## src/rtl/core/i2cms_pkg.sv

```systemverilog
// shared types and constants of the i2c master transfer sequencer
`default_nettype none

package i2cms_pkg;

    localparam int TX_DEPTH_DEF = 32;
    localparam int Q_DEPTH      = 2;

    // opcodes
    localparam logic [1:0] OP_STATUS = 2'd0;
    localparam logic [1:0] OP_ERROR  = 2'd1;
    localparam logic [1:0] OP_LOAD   = 2'd2;
    localparam logic [1:0] OP_ARM    = 2'd3;

    // configuration register indexes
    localparam logic REG_SLAVE_ADDRESS = 1'b0;
    localparam logic REG_TRANSMIT_DIR  = 1'b1;

    // status register one bits
    localparam logic [15:0] SR_SB      = 16'h0001;
    localparam logic [15:0] SR_ADDR    = 16'h0002;
    localparam logic [15:0] SR_TXE_BTF = 16'h0084;
    localparam logic [15:0] SR_TXE     = 16'h0080;
    localparam logic [15:0] SR_RXNE    = 16'h0040;
    localparam logic [15:0] SR_AF      = 16'h0400;
    localparam logic [15:0] SR_ARLO    = 16'h0200;
    localparam logic [15:0] SR_BERR    = 16'h0100;
    localparam logic [15:0] SR_OVR     = 16'h0800;

    // flag clear masks
    localparam logic [15:0] MASK_NONE = 16'hFFFF;
    localparam logic [15:0] MASK_AF   = 16'hFBFF;
    localparam logic [15:0] MASK_ARLO = 16'hFDFF;
    localparam logic [15:0] MASK_BERR = 16'hFEFF;
    localparam logic [15:0] MASK_OVR  = 16'hF7FF;

    typedef enum logic [1:0] {
        ST_NONE    = 2'd0,
        ST_SUCCESS = 2'd1,
        ST_ERROR   = 2'd2
    } t_status;

    typedef enum logic [3:0] {
        K_LOAD,
        K_ARM,
        K_START,
        K_ADDR,
        K_TXE,
        K_BTF,
        K_RXNE,
        K_IDLE,
        K_NOMASTER,
        K_ERROR
    } t_kind;

    // classified transfer handed from front to back
    typedef struct packed {
        t_kind       kind;
        logic [7:0]  arg;
        logic [4:0]  index;
        logic [15:0] err_mask;
        logic        err_stop;
    } t_cmd;

endpackage

`default_nettype wire

```

## src/rtl/core/i2cms_front.sv

```systemverilog
// front part: accepts input transfers and classifies them into commands
`default_nettype none

module i2cms_front (
    input  wire logic            i_valid,
    output logic                 o_stall,
    input  wire logic [1:0]      i_opcode,
    input  wire logic [15:0]     i_status_flags,
    input  wire logic            i_master_mode,
    input  wire logic [7:0]      i_rx_data,
    input  wire logic [4:0]      i_load_index,
    input  wire logic [7:0]      i_load_data,
    input  wire logic [7:0]      i_transfer_length,
    input  wire logic            i_full,
    output logic                 o_push,
    output i2cms_pkg::t_cmd      o_cmd
);
    import i2cms_pkg::*;

    assign o_stall = i_full;
    assign o_push  = i_valid && !i_full;

    always_comb begin
        o_cmd          = '0;
        o_cmd.kind     = K_IDLE;
        o_cmd.index    = i_load_index;
        o_cmd.err_mask = MASK_NONE;
        case (i_opcode)
            OP_LOAD: begin
                o_cmd.kind = K_LOAD;
                o_cmd.arg  = i_load_data;
            end
            OP_ARM: begin
                o_cmd.kind = K_ARM;
                o_cmd.arg  = i_transfer_length;
            end
            OP_STATUS: begin
                if ((i_status_flags & SR_SB) != '0) begin
                    o_cmd.kind = K_START;
                end else if (!i_master_mode) begin
                    o_cmd.kind = K_NOMASTER;
                end else if ((i_status_flags & SR_ADDR) != '0) begin
                    o_cmd.kind = K_ADDR;
                end else if ((i_status_flags & SR_TXE_BTF) == SR_TXE) begin
                    o_cmd.kind = K_TXE;
                end else if ((i_status_flags & SR_TXE_BTF) == SR_TXE_BTF) begin
                    o_cmd.kind = K_BTF;
                end else if ((i_status_flags & SR_RXNE) != '0) begin
                    o_cmd.kind = K_RXNE;
                    o_cmd.arg  = i_rx_data;
                end else begin
                    o_cmd.kind = K_IDLE;
                end
            end
            OP_ERROR: begin
                o_cmd.kind = K_ERROR;
                // first flag found wins, af also asks for stop
                if ((i_status_flags & SR_AF) != '0) begin
                    o_cmd.err_mask = MASK_AF;
                    o_cmd.err_stop = 1'b1;
                end else if ((i_status_flags & SR_ARLO) != '0) begin
                    o_cmd.err_mask = MASK_ARLO;
                end else if ((i_status_flags & SR_BERR) != '0) begin
                    o_cmd.err_mask = MASK_BERR;
                end else if ((i_status_flags & SR_OVR) != '0) begin
                    o_cmd.err_mask = MASK_OVR;
                end else begin
                    o_cmd.err_mask = MASK_NONE;
                end
            end
            default: begin
                o_cmd.kind = K_IDLE;
            end
        endcase
    end

endmodule

`default_nettype wire

```

## src/rtl/core/i2cms_queue.sv

```systemverilog
// short command queue between front and back
`default_nettype none

module i2cms_queue (
    input  wire logic            i_clk,
    input  wire logic            i_rst_n,
    input  wire logic            i_push,
    input  wire i2cms_pkg::t_cmd i_cmd,
    output logic                 o_full,
    input  wire logic            i_pop,
    output logic                 o_head_valid,
    output i2cms_pkg::t_cmd      o_head
);
    import i2cms_pkg::*;

    localparam int PTR_W = (Q_DEPTH > 1) ? $clog2(Q_DEPTH) : 1;
    localparam int CNT_W = $clog2(Q_DEPTH + 1);

    t_cmd             r_entry [Q_DEPTH];
    logic [PTR_W-1:0] r_wr_ptr;
    logic [PTR_W-1:0] r_rd_ptr;
    logic [CNT_W-1:0] r_count;

    function automatic logic [PTR_W-1:0] ptr_next(input logic [PTR_W-1:0] p);
        return (p == PTR_W'(Q_DEPTH - 1)) ? '0 : p + 1'b1;
    endfunction

    assign o_full       = (r_count == CNT_W'(Q_DEPTH));
    assign o_head_valid = (r_count != '0);
    assign o_head       = r_entry[r_rd_ptr];

    always_ff @(posedge i_clk) begin
        if (!i_rst_n) begin
            r_wr_ptr <= '0;
            r_rd_ptr <= '0;
            r_count  <= '0;
        end else begin
            if (i_push) begin
                r_wr_ptr <= ptr_next(r_wr_ptr);
            end
            if (i_pop) begin
                r_rd_ptr <= ptr_next(r_rd_ptr);
            end
            if (i_push && !i_pop) begin
                r_count <= r_count + 1'b1;
            end else if (i_pop && !i_push) begin
                r_count <= r_count - 1'b1;
            end
        end
    end

    always_ff @(posedge i_clk) begin
        if (i_push) begin
            r_entry[r_wr_ptr] <= i_cmd;
        end
    end

endmodule

`default_nettype wire

```

## src/rtl/core/i2cms_back.sv

```systemverilog
// back part: carries out commands, holds transfer state and the result register
`default_nettype none

module i2cms_back #(
    parameter int TX_DEPTH = i2cms_pkg::TX_DEPTH_DEF
) (
    input  wire logic            i_clk,
    input  wire logic            i_rst_n,
    input  wire logic            i_cfg_we,
    input  wire logic            i_cfg_index,
    input  wire logic [7:0]      i_cfg_data,
    input  wire logic            i_head_valid,
    input  wire i2cms_pkg::t_cmd i_head,
    output logic                 o_pop,
    output logic                 o_valid,
    input  wire logic            i_stall,
    output logic                 o_data_write,
    output logic [7:0]           o_data_value,
    output logic                 o_rx_valid,
    output logic [7:0]           o_rx_byte,
    output logic [7:0]           o_rx_position,
    output logic                 o_stop_request,
    output logic                 o_ack_disable,
    output logic                 o_buffer_irq_off,
    output logic                 o_event_irq_off,
    output logic [15:0]          o_flag_clear_mask,
    output logic                 o_bus_reset,
    output logic [1:0]           o_transfer_status
);
    import i2cms_pkg::*;

    localparam int PTR_W = $clog2(TX_DEPTH);

    // configuration
    logic [7:0]       r_slave;
    logic             r_dir;

    // transfer state
    logic [7:0]       r_count;
    logic [PTR_W-1:0] r_tx_ptr;
    logic [7:0]       r_rx_ptr;
    logic [7:0]       n_count;
    logic [PTR_W-1:0] n_tx_ptr;
    logic [7:0]       n_rx_ptr;
    logic [7:0]       count_dec;

    // transmit buffer
    logic [7:0]       r_mem [TX_DEPTH];
    logic [7:0]       r_rd_data;
    logic [PTR_W-1:0] rd_addr;
    logic             mem_we;

    // result register
    logic             r_out_valid;
    logic             r_dw,   n_dw;
    logic [7:0]       r_dv,   n_dv;
    logic             r_msel, n_msel;
    logic             r_rv,   n_rv;
    logic [7:0]       r_rb,   n_rb;
    logic [7:0]       r_rp,   n_rp;
    logic             r_stop, n_stop;
    logic             r_ack,  n_ack;
    logic             r_buf,  n_buf;
    logic             r_evt,  n_evt;
    logic [15:0]      r_mask, n_mask;
    logic             r_bus,  n_bus;
    t_status          r_st,   n_st;

    function automatic logic [PTR_W-1:0] ptr_next(input logic [PTR_W-1:0] p);
        return (p == PTR_W'(TX_DEPTH - 1)) ? '0 : p + 1'b1;
    endfunction

    // result register frees up when empty or being taken
    assign o_pop     = i_head_valid && (!r_out_valid || !i_stall);
    assign count_dec = (r_count != '0) ? r_count - 8'd1 : '0;

    always_comb begin
        n_count  = r_count;
        n_tx_ptr = r_tx_ptr;
        n_rx_ptr = r_rx_ptr;
        rd_addr  = r_tx_ptr;
        mem_we   = 1'b0;
        n_dw     = 1'b0;
        n_dv     = '0;
        n_msel   = 1'b0;
        n_rv     = 1'b0;
        n_rb     = '0;
        n_rp     = '0;
        n_stop   = 1'b0;
        n_ack    = 1'b0;
        n_buf    = 1'b0;
        n_evt    = 1'b0;
        n_mask   = MASK_NONE;
        n_bus    = 1'b0;
        n_st     = ST_NONE;
        case (i_head.kind)
            K_LOAD: begin
                mem_we = (32'(i_head.index) < TX_DEPTH);
            end
            K_ARM: begin
                n_count = i_head.arg;
            end
            K_START: begin
                n_dw = 1'b1;
                n_dv = r_slave;
            end
            K_ADDR: begin
                if (r_dir) begin
                    // restart from the first buffered byte
                    rd_addr  = '0;
                    n_tx_ptr = ptr_next('0);
                    n_dw     = 1'b1;
                    n_msel   = 1'b1;
                    n_count  = count_dec;
                    n_buf    = (count_dec == '0);
                end else begin
                    n_rx_ptr = '0;
                    if (r_count == 8'd1) begin
                        n_ack  = 1'b1;
                        n_stop = 1'b1;
                    end
                end
            end
            K_TXE: begin
                if (r_count != '0) begin
                    n_dw     = 1'b1;
                    n_msel   = 1'b1;
                    n_tx_ptr = ptr_next(r_tx_ptr);
                    n_count  = r_count - 8'd1;
                    n_buf    = (r_count == 8'd1);
                end
            end
            K_BTF: begin
                n_stop = 1'b1;
                n_evt  = 1'b1;
            end
            K_RXNE: begin
                n_rv     = 1'b1;
                n_rb     = i_head.arg;
                n_rp     = r_rx_ptr;
                n_rx_ptr = r_rx_ptr + 8'd1;
                n_count  = count_dec;
                if (count_dec == 8'd1) begin
                    n_ack  = 1'b1;
                    n_stop = 1'b1;
                    n_st   = ST_SUCCESS;
                end
            end
            K_IDLE: begin
            end
            K_NOMASTER: begin
                n_bus = 1'b1;
            end
            K_ERROR: begin
                n_mask = i_head.err_mask;
                n_stop = i_head.err_stop;
                n_bus  = !i_head.err_stop;
                n_st   = ST_ERROR;
            end
            default: begin
            end
        endcase
    end

    always_ff @(posedge i_clk) begin
        if (!i_rst_n) begin
            r_slave     <= '0;
            r_dir       <= 1'b0;
            r_count     <= '0;
            r_tx_ptr    <= '0;
            r_rx_ptr    <= '0;
            r_out_valid <= 1'b0;
        end else begin
            if (i_cfg_we) begin
                case (i_cfg_index)
                    REG_SLAVE_ADDRESS: r_slave <= i_cfg_data;
                    REG_TRANSMIT_DIR:  r_dir   <= i_cfg_data[0];
                    default: begin
                    end
                endcase
            end
            if (o_pop) begin
                r_count  <= n_count;
                r_tx_ptr <= n_tx_ptr;
                r_rx_ptr <= n_rx_ptr;
            end
            if (o_pop) begin
                r_out_valid <= 1'b1;
            end else if (!i_stall) begin
                r_out_valid <= 1'b0;
            end
        end
    end

    always_ff @(posedge i_clk) begin
        if (o_pop) begin
            r_dw   <= n_dw;
            r_dv   <= n_dv;
            r_msel <= n_msel;
            r_rv   <= n_rv;
            r_rb   <= n_rb;
            r_rp   <= n_rp;
            r_stop <= n_stop;
            r_ack  <= n_ack;
            r_buf  <= n_buf;
            r_evt  <= n_evt;
            r_mask <= n_mask;
            r_bus  <= n_bus;
            r_st   <= n_st;
        end
    end

    // buffer: at most one write and one registered read per transfer
    always_ff @(posedge i_clk) begin
        if (o_pop && mem_we) begin
            r_mem[PTR_W'(i_head.index)] <= i_head.arg;
        end
        if (o_pop) begin
            r_rd_data <= r_mem[rd_addr];
        end
    end

    assign o_valid           = r_out_valid;
    assign o_data_write      = r_dw;
    assign o_data_value      = r_msel ? r_rd_data : r_dv;
    assign o_rx_valid        = r_rv;
    assign o_rx_byte         = r_rb;
    assign o_rx_position     = r_rp;
    assign o_stop_request    = r_stop;
    assign o_ack_disable     = r_ack;
    assign o_buffer_irq_off  = r_buf;
    assign o_event_irq_off   = r_evt;
    assign o_flag_clear_mask = r_mask;
    assign o_bus_reset       = r_bus;
    assign o_transfer_status = r_st;

endmodule

`default_nettype wire

```

## src/rtl/core/i2c_master_transfer_sequencer_core.sv

```systemverilog
// top level of the i2c master transfer sequencer
//
//  channel   direction  handshake            contents
//  input     in         i_valid / o_stall    opcode, status flags, master flag, bytes
//  result    out        o_valid / i_stall    data write, received byte, controls, status
//  config    in         i_cfg_we             slave address, transmit direction
//
// one transfer per cycle sustained while the result is not stalled; a transfer is written into the queue
// when accepted, then moves into the result register once that is free, and is taken from there
// the transmit buffer read is registered together with the result
// reset clears counts, pointers, configuration and the queue; the buffer is not cleared
// a stalled result holds while the queue takes up to two more transfers
`default_nettype none

module i2c_master_transfer_sequencer_core #(
    parameter int TX_DEPTH = i2cms_pkg::TX_DEPTH_DEF
) (
    input  wire logic        i_clk,
    input  wire logic        i_rst_n,
    input  wire logic        i_cfg_we,
    input  wire logic        i_cfg_index,
    input  wire logic [7:0]  i_cfg_data,
    input  wire logic        i_valid,
    output logic             o_stall,
    input  wire logic [1:0]  i_opcode,
    input  wire logic [15:0] i_status_flags,
    input  wire logic        i_master_mode,
    input  wire logic [7:0]  i_rx_data,
    input  wire logic [4:0]  i_load_index,
    input  wire logic [7:0]  i_load_data,
    input  wire logic [7:0]  i_transfer_length,
    output logic             o_valid,
    input  wire logic        i_stall,
    output logic             o_data_write,
    output logic [7:0]       o_data_value,
    output logic             o_rx_valid,
    output logic [7:0]       o_rx_byte,
    output logic [7:0]       o_rx_position,
    output logic             o_stop_request,
    output logic             o_ack_disable,
    output logic             o_buffer_irq_off,
    output logic             o_event_irq_off,
    output logic [15:0]      o_flag_clear_mask,
    output logic             o_bus_reset,
    output logic [1:0]       o_transfer_status
);
    import i2cms_pkg::*;

    logic push;
    logic full;
    logic pop;
    logic head_valid;
    t_cmd cmd;
    t_cmd head;

    i2cms_front u_front (
        .i_valid           (i_valid),
        .o_stall           (o_stall),
        .i_opcode          (i_opcode),
        .i_status_flags    (i_status_flags),
        .i_master_mode     (i_master_mode),
        .i_rx_data         (i_rx_data),
        .i_load_index      (i_load_index),
        .i_load_data       (i_load_data),
        .i_transfer_length (i_transfer_length),
        .i_full            (full),
        .o_push            (push),
        .o_cmd             (cmd)
    );

    i2cms_queue u_queue (
        .i_clk        (i_clk),
        .i_rst_n      (i_rst_n),
        .i_push       (push),
        .i_cmd        (cmd),
        .o_full       (full),
        .i_pop        (pop),
        .o_head_valid (head_valid),
        .o_head       (head)
    );

    i2cms_back #(
        .TX_DEPTH (TX_DEPTH)
    ) u_back (
        .i_clk             (i_clk),
        .i_rst_n           (i_rst_n),
        .i_cfg_we          (i_cfg_we),
        .i_cfg_index       (i_cfg_index),
        .i_cfg_data        (i_cfg_data),
        .i_head_valid      (head_valid),
        .i_head            (head),
        .o_pop             (pop),
        .o_valid           (o_valid),
        .i_stall           (i_stall),
        .o_data_write      (o_data_write),
        .o_data_value      (o_data_value),
        .o_rx_valid        (o_rx_valid),
        .o_rx_byte         (o_rx_byte),
        .o_rx_position     (o_rx_position),
        .o_stop_request    (o_stop_request),
        .o_ack_disable     (o_ack_disable),
        .o_buffer_irq_off  (o_buffer_irq_off),
        .o_event_irq_off   (o_event_irq_off),
        .o_flag_clear_mask (o_flag_clear_mask),
        .o_bus_reset       (o_bus_reset),
        .o_transfer_status (o_transfer_status)
    );

endmodule

`default_nettype wire

```

## config.mk

```make
export PLATFORM = sky130hd
export DESIGN_NAME = i2c_master_transfer_sequencer_core
export DESIGN_NICKNAME = d
export VERILOG_FILES = /design/src/rtl/core/i2cms_pkg.sv /design/src/rtl/core/i2cms_front.sv /design/src/rtl/core/i2cms_queue.sv /design/src/rtl/core/i2cms_back.sv /design/src/rtl/core/i2c_master_transfer_sequencer_core.sv
export SDC_FILE = /design/constraint.sdc
export NUM_CORES = 1
export LEC_CHECK = 0
export ABC_CLOCK_PERIOD_IN_PS = 6370
export BUFFER_PORTS_ARGS = -buffer_cell sky130_fd_sc_hd__buf_4
export CORE_MARGIN = 10
export CORE_UTILIZATION = 39
export CTS_CLUSTER_SIZE = 28
export DETAILED_ROUTE_END_ITERATION = 6
export RECOVER_POWER = 25
export SYNTH_ARGS = -nofsm -noshare
export SYNTH_HDL_FRONTEND = slang
export SYNTH_HIERARCHICAL = 1
export SYNTH_SLANG_ARGS = --single-unit
export TNS_END_PERCENT = 50
```

## constraint.sdc

```tcl
create_clock -name i_clk -period 6.37 [get_ports i_clk]
set_clock_uncertainty 0.2 [all_clocks]
set_input_delay 0 -clock i_clk [delete_from_list [all_inputs] [get_ports i_clk]]
set_output_delay 0 -clock i_clk [all_outputs]
set_load 0.005 [all_outputs]
```

==> results.ini <==
[global_route]
grt_util_met1_pct = 20.0
met2_usage_pct = 26.7
grt.overflow.total = 0
top_usage_layer = met2
use_met3_pct = 3.64
antenna_found_initial = 0
grt_pass1_wl_um = 67800
grt.total_usage_pct = 16.0
grt_max_degree = 50
grt_pass1_vias = 11581

[floorplan]
start_util_pct = 39.4
core_area_um2 = 45400
die_area_um2 = 54900
die_h_um = 234
rows = 78
io_pins = 113
die_w_um = 234

[sta]
drv_slew = 70
period_share_pct = 67.4
hold_viol_final = 0
finalSetupViolations = 0
setup_tns_ns = 0
rsz0062_at_grt = false
tightest_slew_ns = 2.17
fmax_mhz = 233
relSlewSlack_pct = -44.8
holdWs_ns = 0.0196
layout_setup_ws_ns = 2.07
min_period_ns = 4.30

[min_path]
min_from = i_valid
hold_class = input port to flop
hold_depth = 5

[routing]
vias_per_cell = 5.45
wl_per_cell_um = 21.5
totalWireLength_um = 44300
drc_errors = 0
vias = 11221
drtPass1Iterations = 5
postRouteAntennaNets = 0
drt_iter0_drc = 946

[setup_path]
critPathMaxFanout = 12
crit_type = flop to flop
start_kind = flop
critPathArrivalTime_ns = 4.28
r2r_cells = 5
required_ns = 6.35
end_kind = flop

[power_and_ir_drop]
p_total_mw = 7.23
p_sw_mw = 1.96
p_int_mw = 5.26
combinationalPowerShare_pct = 17.6
p_leak_nw = 7.04
power_density_nw_per_um2 = 342
netSwitchingFraction_pct = 27.2
p_seq_share_pct = 49.3
vdd_drop_max_mv = 0.231
p_clk_share_pct = 33.1

[cts]
clk_pin_slew_ns = 0.06
clk_latency_ns = 0.56
numCtsBuffers = 44
clk_path_buf_depth = 3
tritoncts = done
cts-htree-levels = 2
cts-root-buf = clkbuf_16
cts_sinks = 418

[finish]
antennaDiodeCount = 0
drive_above_1_share_pct = 16.5
finalNonFillerCells = 2059
fillCellCount = 3989
layout-area-overhead-vs-synth_pct = 18.1
fin_nets = 1495

[run_status]
violations = max-capacitance violations, max-slew violations
status = complete, but fails checks

[yosys]
syn_inst = 1271
synth-edff-count = 382
synth-seq-area-share_pct = 68.1
synth_warnings = 6
synth_cell_type_count = 70
ys_ff_latch = 418
synth-main-ff-cell = edfxtp_1
synth_area_um2 = 17900
synthArstFlopShare_pct = 0
avgSynthCellArea_um2 = 14.1

[placed_design]
io_buffers = 105
place_hpwl_um = 26700
routabilityCongestion = 0.806
dpl_worst_slack_ns = 2.07
place_inst = 1906

[run]
maxCapViolCount = 2

==> stage by stage <==
stage	cell area (um^2)	utilization (%)
2_1_floorplan	17900	-
3_3_place_gp	19200	42.2
3_5_place_dp	19200	42.2
4_1_cts	21200	46.8
5_1_grt	21100	46.6
6_report	21100	46.6
==> layout make-up <==
cell class / instances / area (um^2) / area share (%)
sequential: 418 / 12200 / 57.7
multi-input combinational: 743 / 5200 / 24.6
timing repair buffer: 197 / 1570 / 7.43
clock buffer: 58 / 1180 / 5.61
tap: 600 / 751 / 3.55
clock inverter: 21 / 144 / 0.681
inverter: 22 / 82.6 / 0.391
==> power groups by stage <==
stage                     clock (mW)  combinational (mW)  sequential, mW
after global routing            2.56                1.39            3.58
after detailed placement           0                1.29            3.61
after global placement             0                1.27            3.61
after CTS                       2.44                1.33            3.56
final                           2.39                1.27            3.56
after floorplan                    0               0.749            3.55
==> flip-flops by register name (all words and copies together) (netlist names), 5 cells and up, named ones only <==
signal / flops
u_back/o_rx_byte: 8
u_back/r_count: 8
u_back/o_rx_position: 8
u_back/r_mem: 256
u_back/r_rx_ptr: 8
u_back/r_dv: 8
u_back/r_tx_ptr: 5
u_back/o_flag_clear_mask: 16
u_back/r_rd_data: 8
u_back/r_slave: 8
u_queue/r_entry: 68
==> cells by family after synthesis <==
| logic type | Yosys count | synth area share (%) |
|---|---|---|
| multiplexers | 123 | 7.98 |
| adder cells (fa/ha/maj) | 7 | 0.489 |
| AO/OA/AOI/OAI | 213 | 8.37 |
| XOR/XNOR | 14 | 0.685 |
| AND/OR/NAND/NOR | 374 | 11.1 |
| buffers and inverters | 121 | 3.19 |
| other | 1 | 0.0210 |
| flip-flops | 418 | 68.1 |
==> cells in the final DEF (no fill, tap or decap), types with 11 or more instances in the layout <==
master and instances:
edfxtp_1 382, dlygate4sd3_1 74, nand2_1 70, nor2_1 70, buf_4 67, nor3_1 61, mux2i_1 56, mux2_2 49
clkbuf_16 45, a21oi_1 45, o21ai_0 38, clkbuf_1 37, dfxtp_1 34, clkbuf_4 31, nor4_1 24, inv_1 22
and2_1 21, and3_1 19, nor2b_1 19, or3_1 19, nand3_1 15, o22a_1 15, a2111oi_0 15, conb_1 12
clkinv_1 11, nor3b_1 11
==> synthesized netlist by cell type (8+ instances only) <==
library cell	count	area share [%]
edfxtp_1	382	64
nor2_1	71	1.5
nand2_1	70	1.5
nor3_1	62	1.7
mux2_2	57	3.6
mux2i_1	56	3.1
clkbuf_1	47	0.99
a21oi_1	45	1.3
o21ai_0	38	1.1
dfxtp_1	36	4.0
buf_2	25	0.70
nor4_1	24	0.84
buf_4	23	0.96
and2_1	22	0.77
inv_1	21	0.44
nor2b_1	20	0.70
and3_1	19	0.66
or3_1	19	0.66
a2111oi_0	15	0.73
nand3_1	15	0.42
o22a_1	15	0.73
nor3b_1	11	0.46
mux4_2	10	1.3
xor2_1	10	0.49
nand2b_1	9	0.31
o21bai_1	9	0.38
a211o_1	8	0.39
a211oi_1	8	0.34
a2bb2oi_1	8	0.39
a31oi_1	8	0.28
nand3b_1	8	0.34
o22ai_1	8	0.28
==> routing by layer <==
| layer | vias up | wire length [um] | part of all wire [%] |
|---|---|---|---|
| met5 | - | 0 | 0 |
| met4 | 0 | 1190 | 2.7 |
| met3 | 84 | 2820 | 6.4 |
| met2 | 326 | 22000 | 50 |
| met1 | 5649 | 18300 | 41 |
| li1 | 5162 | - | - |
==> worst paths after layout <==
kind              slack (ns)                   to
setup reg to reg        2.07  u_back/r_mem[31][1]
hold reg to reg         0.28    u_back/r_count[6]
setup / recovery        2.07  u_back/r_mem[31][1]
hold / removal          0.02   u_queue/r_count[1]
==> repair_timing <==
item                                   CTS  global route
hold buffers                            74             0
endpoints found under the hold margin   80             0
setup endpoints to repair                0             0
buffers inserted                         0             0
gates resized for setup                  0             0
==> critical path, stage by stage (launching register included) <==
cell     delay, ns
dfxtp_1       0.67
mux2_2        0.50
nor3_1        0.98
and3_1        0.30
nand3_1       0.43
nor2_1        0.83
Note: power is estimated with default switching activity, not from simulation.
